$ cat config.mk
export PLATFORM = sky130hd
export DESIGN_NAME = transport_gated_clock_divider_top_flat
export DESIGN_NICKNAME = d
export VERILOG_FILES = /design/src/design/tgcd_pkg.sv /design/src/design/tgcd_req_if.sv /design/src/design/tgcd_rsp_if.sv /design/src/design/tgcd_core.sv /design/src/design/tgcd_divider.sv /design/src/design/transport_gated_clock_divider_top.sv /design/src/flat_wrapper.sv
export VERILOG_INCLUDE_DIRS = /design/src /design/src/design
export SDC_FILE = /design/constraint.sdc
export NUM_CORES = 1
export LEC_CHECK = 0
export BUFFER_PORTS_ARGS = -buffer_cell sky130_fd_sc_hd__buf_4
export CELL_PAD_IN_SITES_DETAIL_PLACEMENT = 0
export CELL_PAD_IN_SITES_GLOBAL_PLACEMENT = 2
export CORE_AREA = 2 2 163 165
export DETAILED_ROUTE_END_ITERATION = 10
export DIE_AREA = 0 0 165 167
export GPL_ROUTABILITY_DRIVEN = 0
export MAX_ROUTING_LAYER = met4
export PLACE_DENSITY = 0.92
export SYNTH_ARGS = -nofsm -noshare
export SYNTH_HDL_FRONTEND = slang
export SYNTH_SLANG_ARGS = --single-unit
$ cat constraint.sdc
create_clock -name clock -period 6.5 [get_ports clock]
set_clock_uncertainty 0.05 [all_clocks]
set_input_delay 0.65 -clock clock [delete_from_list [all_inputs] [get_ports clock]]
set_output_delay 0.65 -clock clock [all_outputs]
set_load 0.01 [all_outputs]
$ cat src/design/assert_macros.svh
// Assertion macros used by the top level design file of the gated clock divider.
`ifndef ASSERT_MACROS_SVH
`define ASSERT_MACROS_SVH

// Condition implies consequence on the same clock edge.
`define TGCD_ASSERT_NOW(lbl, cond, cons) \
   lbl: assert property (@(posedge clock) disable iff (reset) (cond) |-> (cons)) \
      else $error("tgcd assertion failed");

// Condition implies consequence on the following clock edge.
`define TGCD_ASSERT_NEXT(lbl, cond, cons) \
   lbl: assert property (@(posedge clock) disable iff (reset) (cond) |=> (cons)) \
      else $error("tgcd assertion failed");

`endif

$ cat src/design/tgcd_pkg.sv
// Package of the gated clock divider: widths, register indexes, types and helpers.
package tgcd_pkg;

   localparam int SampleBits  = 16;
   localparam int ThreshBits  = 16;
   localparam int CmpBits     = (SampleBits > ThreshBits) ? SampleBits : ThreshBits;
   localparam int SelBits     = 4;
   localparam int CountBits   = 7;
   localparam int CsrIdxBits  = 2;
   localparam int CsrDataBits = (ThreshBits > SelBits) ? ThreshBits : SelBits;

   typedef logic signed [SampleBits-1:0] sample_type;
   typedef logic signed [ThreshBits-1:0] thresh_type;
   typedef logic signed [CmpBits-1:0]    cmp_type;
   typedef logic [SelBits-1:0]           sel_type;
   typedef logic [CountBits-1:0]         count_type;
   typedef logic [CsrIdxBits-1:0]        csr_idx_type;
   typedef logic [CsrDataBits-1:0]       csr_data_type;

   // Register indexes
   localparam csr_idx_type CsrDivisorSelect = csr_idx_type'(0);
   localparam csr_idx_type CsrLowThreshold  = csr_idx_type'(1);
   localparam csr_idx_type CsrHighThreshold = csr_idx_type'(2);

   // Register reset values
   localparam sel_type    DivisorSelectReset = sel_type'(0);
   localparam thresh_type LowThresholdReset  = thresh_type'(100);
   localparam thresh_type HighThresholdReset = thresh_type'(2000);

   // Schmitt trigger result: new level and a rise flag
   typedef struct packed {
      logic level;
      logic fired;
   } trig_type;

   // Transport control handed to the divider for one word
   typedef struct packed {
      logic       clear;
      sample_type gated;
   } div_ctl_type;

   // Schmitt trigger: a high level tests the low threshold, a low level the high one
   function automatic trig_type schmitt(logic level, sample_type x,
                                        thresh_type lo, thresh_type hi);
      cmp_type  xe;
      cmp_type  le;
      cmp_type  he;
      trig_type r;
      xe = cmp_type'(x);
      le = cmp_type'(lo);
      he = cmp_type'(hi);
      r.level = level;
      r.fired = 1'b0;
      if (level) begin
         if (xe <= le) r.level = 1'b0;
      end else if (xe >= he) begin
         r.level = 1'b1;
         r.fired = 1'b1;
      end
      return r;
   endfunction

   // Division ratio table; selectors past the end saturate to the last entry
   function automatic count_type ratio(sel_type sel);
      count_type r;
      unique case (sel)
         4'd0:    r = count_type'(1);
         4'd1:    r = count_type'(3);
         4'd2:    r = count_type'(6);
         4'd3:    r = count_type'(12);
         4'd4:    r = count_type'(24);
         4'd5:    r = count_type'(48);
         4'd6:    r = count_type'(96);
         4'd7:    r = count_type'(2);
         4'd8:    r = count_type'(4);
         4'd9:    r = count_type'(8);
         4'd10:   r = count_type'(16);
         4'd11:   r = count_type'(32);
         default: r = count_type'(64);
      endcase
      return r;
   endfunction

endpackage

$ cat src/design/tgcd_req_if.sv
// Request channel of the gated clock divider: valid, ready and one sample word.
interface tgcd_req_if;
   logic                valid;
   logic                ready;
   tgcd_pkg::sample_type start_in;
   tgcd_pkg::sample_type continue_in;
   tgcd_pkg::sample_type stop_in;
   tgcd_pkg::sample_type clock_in;

   modport source (output valid, start_in, continue_in, stop_in, clock_in, input ready);
   modport sink   (input valid, start_in, continue_in, stop_in, clock_in, output ready);
endinterface

$ cat src/design/tgcd_rsp_if.sv
// Response channel of the gated clock divider: valid, ready and one result word.
interface tgcd_rsp_if;
   logic                valid;
   logic                ready;
   tgcd_pkg::sample_type reset_out;
   tgcd_pkg::sample_type clock_out;
   logic                running_flag;

   modport source (output valid, reset_out, clock_out, running_flag, input ready);
   modport sink   (input valid, reset_out, clock_out, running_flag, output ready);
endinterface

$ cat src/design/tgcd_core.sv
// Transport control: input triggers, running flag, reset release and clock gating.
module tgcd_core (
   input  logic                    clock,
   input  logic                    reset,
   input  logic                    step,
   input  tgcd_pkg::sample_type    start_in,
   input  tgcd_pkg::sample_type    continue_in,
   input  tgcd_pkg::sample_type    stop_in,
   input  tgcd_pkg::sample_type    clock_in,
   input  tgcd_pkg::thresh_type    low_threshold,
   input  tgcd_pkg::thresh_type    high_threshold,
   output tgcd_pkg::sample_type    reset_out,
   output logic                    running_flag,
   output tgcd_pkg::div_ctl_type   div_ctl
);

   logic start_level_ff, start_level_in;
   logic cont_level_ff,  cont_level_in;
   logic stop_level_ff,  stop_level_in;
   logic clk_level_ff,   clk_level_in;
   logic running_ff,     running_in;
   logic awaiting_ff,    awaiting_in;

   tgcd_pkg::trig_type st_trig;
   tgcd_pkg::trig_type ct_trig;
   tgcd_pkg::trig_type sp_trig;
   tgcd_pkg::trig_type ck_trig;
   logic               release_chk;

   // Trigger evaluation for the word in flight
   always_comb begin
      st_trig = tgcd_pkg::schmitt(start_level_ff, start_in, low_threshold, high_threshold);
      ct_trig = tgcd_pkg::schmitt(cont_level_ff, continue_in, low_threshold, high_threshold);
      sp_trig = tgcd_pkg::schmitt(stop_level_ff, stop_in, low_threshold, high_threshold);
      ck_trig = tgcd_pkg::schmitt(clk_level_ff, clock_in, low_threshold, high_threshold);

      start_level_in = st_trig.level;
      cont_level_in  = ct_trig.level;
      stop_level_in  = sp_trig.level;
      clk_level_in   = ck_trig.level;

      // Stop beats start or continue
      running_in = running_ff;
      if (st_trig.fired || ct_trig.fired) running_in = 1'b1;
      if (sp_trig.fired) running_in = 1'b0;

      // After start, hold reset until the clock trigger is high
      release_chk = st_trig.fired || awaiting_ff;
      awaiting_in = release_chk ? !ck_trig.level : awaiting_ff;
      reset_out   = (release_chk && ck_trig.level) ? clock_in : '0;

      running_flag  = running_in;
      div_ctl.clear = st_trig.fired;
      div_ctl.gated = (running_in && !awaiting_in) ? clock_in : '0;
   end

   // State update once per word
   always_ff @(posedge clock) begin
      if (reset) begin
         start_level_ff <= 1'b1;
         cont_level_ff  <= 1'b1;
         stop_level_ff  <= 1'b1;
         clk_level_ff   <= 1'b1;
         running_ff     <= 1'b0;
         awaiting_ff    <= 1'b0;
      end else if (step) begin
         start_level_ff <= start_level_in;
         cont_level_ff  <= cont_level_in;
         stop_level_ff  <= stop_level_in;
         clk_level_ff   <= clk_level_in;
         running_ff     <= running_in;
         awaiting_ff    <= awaiting_in;
      end
   end

endmodule

$ cat src/design/tgcd_divider.sv
// Divide counter: steps on falling edges of the gated clock, passes pulses at zero.
module tgcd_divider (
   input  logic                  clock,
   input  logic                  reset,
   input  logic                  step,
   input  tgcd_pkg::sel_type     divisor_select,
   input  tgcd_pkg::thresh_type  low_threshold,
   input  tgcd_pkg::thresh_type  high_threshold,
   input  tgcd_pkg::div_ctl_type div_ctl,
   output tgcd_pkg::sample_type  clock_out
);

   logic                gated_low_ff, gated_low_in;
   tgcd_pkg::count_type count_ff,     count_in;
   tgcd_pkg::count_type count_base;
   tgcd_pkg::count_type count_inc;
   tgcd_pkg::cmp_type   gated_ext;
   tgcd_pkg::cmp_type   lo_ext;
   tgcd_pkg::cmp_type   hi_ext;
   logic                fall;

   always_comb begin
      gated_ext = tgcd_pkg::cmp_type'(div_ctl.gated);
      lo_ext    = tgcd_pkg::cmp_type'(low_threshold);
      hi_ext    = tgcd_pkg::cmp_type'(high_threshold);

      // Inverted trigger: a fall to the low threshold is the event
      gated_low_in = gated_low_ff;
      fall         = 1'b0;
      if (gated_low_ff) begin
         if (gated_ext >= hi_ext) gated_low_in = 1'b0;
      end else if (gated_ext <= lo_ext) begin
         gated_low_in = 1'b1;
         fall         = 1'b1;
      end

      // Start clears first, then a fall steps modulo the ratio
      count_base = div_ctl.clear ? '0 : count_ff;
      count_inc  = tgcd_pkg::count_type'(count_base + 1'b1);
      if (fall) begin
         count_in = (count_inc >= tgcd_pkg::ratio(divisor_select)) ? '0 : count_inc;
      end else begin
         count_in = count_base;
      end

      clock_out = (count_in == '0) ? div_ctl.gated : '0;
   end

   always_ff @(posedge clock) begin
      if (reset) begin
         gated_low_ff <= 1'b1;
         count_ff     <= '0;
      end else if (step) begin
         gated_low_ff <= gated_low_in;
         count_ff     <= count_in;
      end
   end

endmodule

$ cat src/design/transport_gated_clock_divider_top.sv
// Top level of the gated clock divider: registers, input stage, result stage.
//
//  channel  | direction | word
//  ---------+-----------+----------------------------------------------------
//  req_ch   | in        | start_in, continue_in, stop_in, clock_in
//  rsp_ch   | out       | reset_out, clock_out, running_flag
//  csr_*    | in        | write enable, register index, write data
//
// One word enters per cycle unless the result register stalls; the result of a word
// passes the input register, then the trigger and counter logic, into the result register.
// Reset is synchronous and active high; it clears all control state and
// the registers to their default values.
// A stalled result holds the result register, and the input register keeps
// taking a new word whenever the result register empties in the same cycle.
`include "assert_macros.svh"

module transport_gated_clock_divider_top (
   input  logic                   clock,
   input  logic                   reset,
   tgcd_req_if.sink               req_ch,
   tgcd_rsp_if.source             rsp_ch,
   input  logic                   csr_we,
   input  tgcd_pkg::csr_idx_type  csr_index,
   input  tgcd_pkg::csr_data_type csr_wdata
);

   tgcd_pkg::sel_type    divisor_select_ff;
   tgcd_pkg::thresh_type low_threshold_ff;
   tgcd_pkg::thresh_type high_threshold_ff;

   logic                 in_valid_ff;
   tgcd_pkg::sample_type in_start_ff;
   tgcd_pkg::sample_type in_cont_ff;
   tgcd_pkg::sample_type in_stop_ff;
   tgcd_pkg::sample_type in_clk_ff;

   logic                 out_valid_ff;
   tgcd_pkg::sample_type out_reset_ff, out_reset_in;
   tgcd_pkg::sample_type out_clock_ff, out_clock_in;
   logic                 out_running_ff, out_running_in;

   tgcd_pkg::div_ctl_type div_ctl;
   logic                  advance;
   logic                  req_take;

   // Pipeline flow
   assign advance      = in_valid_ff && (!out_valid_ff || rsp_ch.ready);
   assign req_ch.ready = !in_valid_ff || advance;
   assign req_take     = req_ch.valid && req_ch.ready;

   // Configuration registers
   always_ff @(posedge clock) begin
      if (reset) begin
         divisor_select_ff <= tgcd_pkg::DivisorSelectReset;
         low_threshold_ff  <= tgcd_pkg::LowThresholdReset;
         high_threshold_ff <= tgcd_pkg::HighThresholdReset;
      end else if (csr_we) begin
         unique case (csr_index)
            tgcd_pkg::CsrDivisorSelect:
               divisor_select_ff <= csr_wdata[tgcd_pkg::SelBits-1:0];
            tgcd_pkg::CsrLowThreshold:
               low_threshold_ff  <= csr_wdata[tgcd_pkg::ThreshBits-1:0];
            tgcd_pkg::CsrHighThreshold:
               high_threshold_ff <= csr_wdata[tgcd_pkg::ThreshBits-1:0];
            default: ;
         endcase
      end
   end

   // Input register
   always_ff @(posedge clock) begin
      if (reset) begin
         in_valid_ff <= 1'b0;
      end else if (req_ch.ready) begin
         in_valid_ff <= req_ch.valid;
      end
   end

   always_ff @(posedge clock) begin
      if (req_take) begin
         in_start_ff <= req_ch.start_in;
         in_cont_ff  <= req_ch.continue_in;
         in_stop_ff  <= req_ch.stop_in;
         in_clk_ff   <= req_ch.clock_in;
      end
   end

   tgcd_core u_core (
      .clock          (clock),
      .reset          (reset),
      .step           (advance),
      .start_in       (in_start_ff),
      .continue_in    (in_cont_ff),
      .stop_in        (in_stop_ff),
      .clock_in       (in_clk_ff),
      .low_threshold  (low_threshold_ff),
      .high_threshold (high_threshold_ff),
      .reset_out      (out_reset_in),
      .running_flag   (out_running_in),
      .div_ctl        (div_ctl)
   );

   tgcd_divider u_divider (
      .clock          (clock),
      .reset          (reset),
      .step           (advance),
      .divisor_select (divisor_select_ff),
      .low_threshold  (low_threshold_ff),
      .high_threshold (high_threshold_ff),
      .div_ctl        (div_ctl),
      .clock_out      (out_clock_in)
   );

   // Result register
   always_ff @(posedge clock) begin
      if (reset) begin
         out_valid_ff <= 1'b0;
      end else if (advance) begin
         out_valid_ff <= 1'b1;
      end else if (rsp_ch.ready) begin
         out_valid_ff <= 1'b0;
      end
   end

   always_ff @(posedge clock) begin
      if (advance) begin
         out_reset_ff   <= out_reset_in;
         out_clock_ff   <= out_clock_in;
         out_running_ff <= out_running_in;
      end
   end

   assign rsp_ch.valid        = out_valid_ff;
   assign rsp_ch.reset_out    = out_reset_ff;
   assign rsp_ch.clock_out    = out_clock_ff;
   assign rsp_ch.running_flag = out_running_ff;

   // Checks
   `TGCD_ASSERT_NOW(a_stopped_no_clock, out_valid_ff && !out_running_ff, out_clock_ff == '0)
   `TGCD_ASSERT_NEXT(a_advance_fills_out, advance, out_valid_ff)
   `TGCD_ASSERT_NEXT(a_stall_holds_in, in_valid_ff && !advance, in_valid_ff && $stable(in_clk_ff))

endmodule

$ cat src/flat_wrapper.sv
// flat-port wrapper written by rule: the top's interface ports become plain ports
module transport_gated_clock_divider_top_flat 
  (clock, reset, csr_we, csr_index, csr_wdata, req_ch_valid, req_ch_start_in, req_ch_continue_in, req_ch_stop_in, req_ch_clock_in, req_ch_ready, rsp_ch_valid, rsp_ch_reset_out, rsp_ch_clock_out, rsp_ch_running_flag, rsp_ch_ready);
  tgcd_req_if req_ch_i ();
  tgcd_rsp_if rsp_ch_i ();
  input  logic clock;
  input  logic reset;
  input  logic csr_we;
  input  tgcd_pkg::csr_idx_type csr_index;
  input  tgcd_pkg::csr_data_type csr_wdata;
  input wire logic [$bits(req_ch_i.valid)-1:0] req_ch_valid;
  input wire logic [$bits(req_ch_i.start_in)-1:0] req_ch_start_in;
  input wire logic [$bits(req_ch_i.continue_in)-1:0] req_ch_continue_in;
  input wire logic [$bits(req_ch_i.stop_in)-1:0] req_ch_stop_in;
  input wire logic [$bits(req_ch_i.clock_in)-1:0] req_ch_clock_in;
  output wire logic [$bits(req_ch_i.ready)-1:0] req_ch_ready;
  output wire logic [$bits(rsp_ch_i.valid)-1:0] rsp_ch_valid;
  output wire logic [$bits(rsp_ch_i.reset_out)-1:0] rsp_ch_reset_out;
  output wire logic [$bits(rsp_ch_i.clock_out)-1:0] rsp_ch_clock_out;
  output wire logic [$bits(rsp_ch_i.running_flag)-1:0] rsp_ch_running_flag;
  input wire logic [$bits(rsp_ch_i.ready)-1:0] rsp_ch_ready;
  assign req_ch_i.valid = req_ch_valid;
  assign req_ch_i.start_in = req_ch_start_in;
  assign req_ch_i.continue_in = req_ch_continue_in;
  assign req_ch_i.stop_in = req_ch_stop_in;
  assign req_ch_i.clock_in = req_ch_clock_in;
  assign req_ch_ready = req_ch_i.ready;
  assign rsp_ch_valid = rsp_ch_i.valid;
  assign rsp_ch_reset_out = rsp_ch_i.reset_out;
  assign rsp_ch_clock_out = rsp_ch_i.clock_out;
  assign rsp_ch_running_flag = rsp_ch_i.running_flag;
  assign rsp_ch_i.ready = rsp_ch_ready;
  transport_gated_clock_divider_top u_core (.clock(clock), .reset(reset), .req_ch(req_ch_i), .rsp_ch(rsp_ch_i), .csr_we(csr_we), .csr_index(csr_index), .csr_wdata(csr_wdata));
endmodule
==> impl_metrics.prom <==
# TYPE chip_impl_metric gauge
chip_impl_metric{name="layout.core_utilization",unit=""} 0.443
chip_impl_metric{name="met2_length",unit="microns"} 11400
chip_impl_metric{name="io_pins",unit=""} 122
chip_impl_metric{name="port-buffer-count",unit=""} 121
chip_impl_info{name="final_cell_mix",value="sky130_fd_sc_hd__ha_1, sky130_fd_sc_hd__buf_4, sky130_fd_sc_hd__edfxtp_1, sky130_fd_sc_hd__nand2_1, sky130_fd_sc_hd__a21oi_1"} 1
chip_impl_metric{name="seq_area_frac_synth",unit=""} 0.424
chip_impl_info{name="unrepaired_setup_endpoints_after_global_routing",value="no"} 1
chip_impl_metric{name="fmax",unit="MHz"} 176
chip_impl_metric{name="clock_insertion_delay_at_the_later_pin_of_the_skew_report",unit="ns"} 0.45
chip_impl_metric{name="nets",unit=""} 1317
chip_impl_info{name="cp_max_stage_cell",value="sky130_fd_sc_hd__o31a_1"} 1
chip_impl_metric{name="finalSetupTns",unit="ns"} 0
chip_impl_metric{name="place_ws",unit="ns"} 0.910
chip_impl_metric{name="die_w",unit="microns"} 165
chip_impl_metric{name="cts.reportedPaths.clkPinSlew",unit="ns"} 0.07
chip_impl_metric{name="setup-violations-final",unit=""} 0
chip_impl_metric{name="vdd_drop_max",unit="mV"} 0.157
chip_impl_metric{name="num-fill-cells",unit=""} 2483
chip_impl_metric{name="setup_ws",unit="ns"} 0.831
chip_impl_metric{name="post-route-min-period",unit="ns"} 5.67
chip_impl_info{name="dr.max_layer_used",value="met4"} 1
chip_impl_metric{name="via_count_of_the_first_global_routing_pass",unit=""} 7272
chip_impl_metric{name="timing.critical_path.arrival",unit="ns"} 5.78
chip_impl_metric{name="detail_routed_net_length_per_standard_cell",unit="microns"} 17.8
chip_impl_info{name="tritoncts",value="built"} 1
chip_impl_metric{name="hold_viol_final",unit=""} 0
chip_impl_metric{name="grt_util_all_layers",unit=""} 0.194
chip_impl_metric{name="timing.critical_path.fanout_max",unit=""} 17
chip_impl_metric{name="n_antenna_cell",unit=""} 0
chip_impl_metric{name="synth_mux_area_frac",unit=""} 0.00830
chip_impl_metric{name="crit_required",unit="ns"} 6.61
chip_impl_metric{name="hold_depth",unit=""} 1
chip_impl_metric{name="clock_tree.buffer_depth",unit=""} 2
chip_impl_metric{name="post_synthesis_share_of_cell_area_spent_on_xor_and_xnor_gates",unit=""} 0.00635
chip_impl_metric{name="maxCapViolations",unit=""} 0
chip_impl_info{name="setup.worst_path.start_class",value="flip-flop"} 1
chip_impl_metric{name="cts_inserted_buffers",unit=""} 17
chip_impl_metric{name="grt_first_pass_wirelength",unit="microns"} 39400
chip_impl_metric{name="cts.sink_count",unit=""} 156
chip_impl_metric{name="wl_met1",unit="microns"} 12200
chip_impl_metric{name="yosysWarnings",unit=""} 0
chip_impl_metric{name="number_of_library_cell_types_mapped_by_synthesis",unit=""} 72
chip_impl_metric{name="slew-limit-headroom",unit=""} 0.237
chip_impl_info{name="crit_path_cell_trace",value="inv_1, ha_1, a21oi_1, o21ai_0, a211oi_1, a31o_2, o311a_1, o31a_1, nand3_1, inv_1, ha_1, nand4_1, or3_1, a21o_1, and3_4, o21ai_4, o41ai_1, o22ai_2, nor2_1"} 1
chip_impl_metric{name="cellPowerDensity",unit="mW/mm^2"} 216
chip_impl_info{name="run_status",value="completed"} 1
chip_impl_info{name="synth_top_family_by_area",value="adder cells"} 1
chip_impl_metric{name="slew_of_the_pin_with_the_lowest_slew_margin",unit="ns"} 1.14
chip_impl_metric{name="syn-mean-instance-area",unit="sq um"} 10.3
chip_impl_metric{name="vias_per_cell",unit=""} 5.22
chip_impl_info{name="cpLargestDelayFamily",value="compound AO/OA/AOI/OAI gates"} 1
chip_impl_metric{name="synth_fa_ha_area_frac",unit=""} 0.223
chip_impl_metric{name="placeableCoreArea",unit="sq mm"} 0.0258
chip_impl_info{name="layout_commonest_cell",value="sky130_fd_sc_hd__ha_1"} 1
chip_impl_metric{name="worst-r2r-cell-count",unit=""} 19
chip_impl_metric{name="grt_antenna_before_repair",unit=""} 0
chip_impl_metric{name="place_hpwl",unit="microns"} 19600
chip_impl_metric{name="drt.antenna.violating_nets",unit=""} 0
chip_impl_metric{name="synth_enable_flop_cells",unit=""} 97
chip_impl_metric{name="postSynth.asyncResetShare",unit=""} 0
chip_impl_info{name="clk_root_buffer_cell",value="sky130_fd_sc_hd__clkbuf_16"} 1
chip_impl_metric{name="power_leakage",unit="nW"} 4.94
chip_impl_metric{name="initial_core_util",unit=""} 0.375
chip_impl_metric{name="die_y_extent",unit="microns"} 167
chip_impl_metric{name="ctsResizeCount",unit=""} 0
chip_impl_info{name="crit_path_end_kind",value="flip-flop"} 1
chip_impl_metric{name="cts_setup_buffers",unit=""} 0
chip_impl_metric{name="crit_cells",unit=""} 19
chip_impl_metric{name="largest_stage_delay_worst_path",unit="ns"} 0.67
chip_impl_metric{name="wl",unit="microns"} 25000
chip_impl_metric{name="drive_above_1_share",unit=""} 0.160
chip_impl_info{name="hold_path_class",value="in2reg"} 1
chip_impl_metric{name="globalRouteOverflowTotal",unit=""} 0
chip_impl_metric{name="post_synthesis_compound_gate_area_fraction",unit=""} 0.146
chip_impl_metric{name="synth.cell_area",unit="sq mm"} 0.00965
chip_impl_metric{name="synthesis.instances",unit=""} 937
chip_impl_metric{name="placement_rows",unit=""} 59
chip_impl_metric{name="path_buf_inv",unit=""} 2
chip_impl_metric{name="areaGrowthSynthToFinish",unit="%"} 18.2
chip_impl_metric{name="drc_errors",unit=""} 0
chip_impl_metric{name="ys_ff_latch",unit=""} 156
chip_impl_metric{name="die-area",unit="sq mm"} 0.0276
chip_impl_metric{name="drtPass1Iterations",unit=""} 7
chip_impl_metric{name="vias",unit=""} 7346
chip_impl_metric{name="cts-htree-levels",unit=""} 4
chip_impl_metric{name="hold_buffers",unit=""} 0
chip_impl_metric{name="drt_iter0_drc",unit=""} 475
chip_impl_metric{name="r2r_slack",unit="ns"} 0.83
chip_impl_metric{name="grt_start_max_net_pins",unit=""} 65
chip_impl_metric{name="synth_simple_gate_area_share",unit=""} 0.153
chip_impl_metric{name="slew_violations",unit=""} 0
chip_impl_metric{name="synth_nets",unit=""} 1196
chip_impl_info{name="synth_ff_type",value="sky130_fd_sc_hd__edfxtp_1"} 1
chip_impl_metric{name="met3_length",unit="microns"} 1170
chip_impl_metric{name="finalCritPeriodShare",unit=""} 0.872
chip_impl_info{name="worst-setup-path-type",value="reg2reg"} 1
## worst paths after layout
kind	start	endpoint
max	u_core.high_threshold_ff[7]	u_core.rsp_ch.clock_out[7]
min	req_ch_stop_in[0]	u_core.in_stop_ff[0]
max reg2reg	u_core.high_threshold_ff[7]	u_core.rsp_ch.clock_out[7]
min reg2reg	u_core.u_core.running_ff	u_core.u_core.running_ff
## logic make-up (layout without fill, tap and decap cells)
kind of cell | count (synthesis) | after routing
flip-flops | 156 | 156
adder cells (fa/ha/maj) | 172 | 172
buffers and inverters | 91 | 225
AND/OR/NAND/NOR | 293 | 293
multiplexers | 8 | 8
XOR/XNOR | 7 | 7
AO/OA/AOI/OAI | 210 | 210
## flip-flops by register name (all words and copies together) (netlist names), named ones only
register and count:
u_core.high_threshold_ff 16, u_core.in_clk_ff 16, u_core.in_cont_ff 16, u_core.in_start_ff 16, u_core.in_stop_ff 16, u_core.low_threshold_ff 16, u_core.rsp_ch.clock_out 16, u_core.rsp_ch.reset_out 16
u_core.u_divider.count_ff 7, u_core.divisor_select_ff 4, u_core.in_valid_ff 1, u_core.rsp_ch.running_flag 1, u_core.rsp_ch.valid 1, u_core.u_core.awaiting_ff 1, u_core.u_core.clk_level_ff 1, u_core.u_core.cont_level_ff 1
u_core.u_core.running_ff 1, u_core.u_core.start_level_ff 1, u_core.u_core.stop_level_ff 1, u_core.u_divider.gated_low_ff 1
## power breakdown
group | leakage [nW] | internal (mW) | switching [mW]
registers | 1.42 | 1.11 | 0.0342
clock network | 0.266 | 0.491 | 0.439
logic | 3.25 | 0.173 | 0.221
total | 4.94 | 1.77 | 0.693
## final cells by class
type / count / area, sq um / area share
multi-input combinational: 690 / 5180 / 0.454
tap: 335 / 419 / 0.0367
timing repair buffer: 124 / 931 / 0.0816
clock inverter: 13 / 92.6 / 0.00811
sequential: 156 / 4090 / 0.359
inverter: 69 / 259 / 0.0227
clock buffer: 19 / 433 / 0.0379
## synthesized netlist by cell type, drive strengths merged, types with 10 or more instances
library cell / n / share of area
buf: 10 / 0.0074
a21oi: 79 / 0.041
inv: 68 / 0.026
nor2: 60 / 0.023
a211o: 10 / 0.0091
nor2b: 14 / 0.0091
o21a: 12 / 0.0093
dfxtp: 59 / 0.12
ha: 172 / 0.22
and2: 17 / 0.011
edfxtp: 97 / 0.30
clkbuf: 12 / 0.0047
nand3: 30 / 0.016
o21ai: 33 / 0.018
a21o: 17 / 0.013
nand4: 27 / 0.018
nand2: 91 / 0.035
nor3: 14 / 0.0073
## stage by stage
stage                     area [sq um]  hold WS, ns  cells  power (mW)
after global placement           10900        0.389   1374        1.55
after global routing             11400        0.316   1406        2.58
after floorplan                   9650        0.375    937        1.40
after CTS                        11400        0.319   1406        2.48
after detailed placement         10900        0.392   1374        1.55
final                            11400        0.325   1406        2.46
## routing by layer
layer  track usage  vias up
met5             -        -
met4        0.0461        0
met3        0.0369       27
met2         0.293      161
met1         0.270     3433
li1              -     3725
Note: power is estimated with default switching activity, not from simulation.
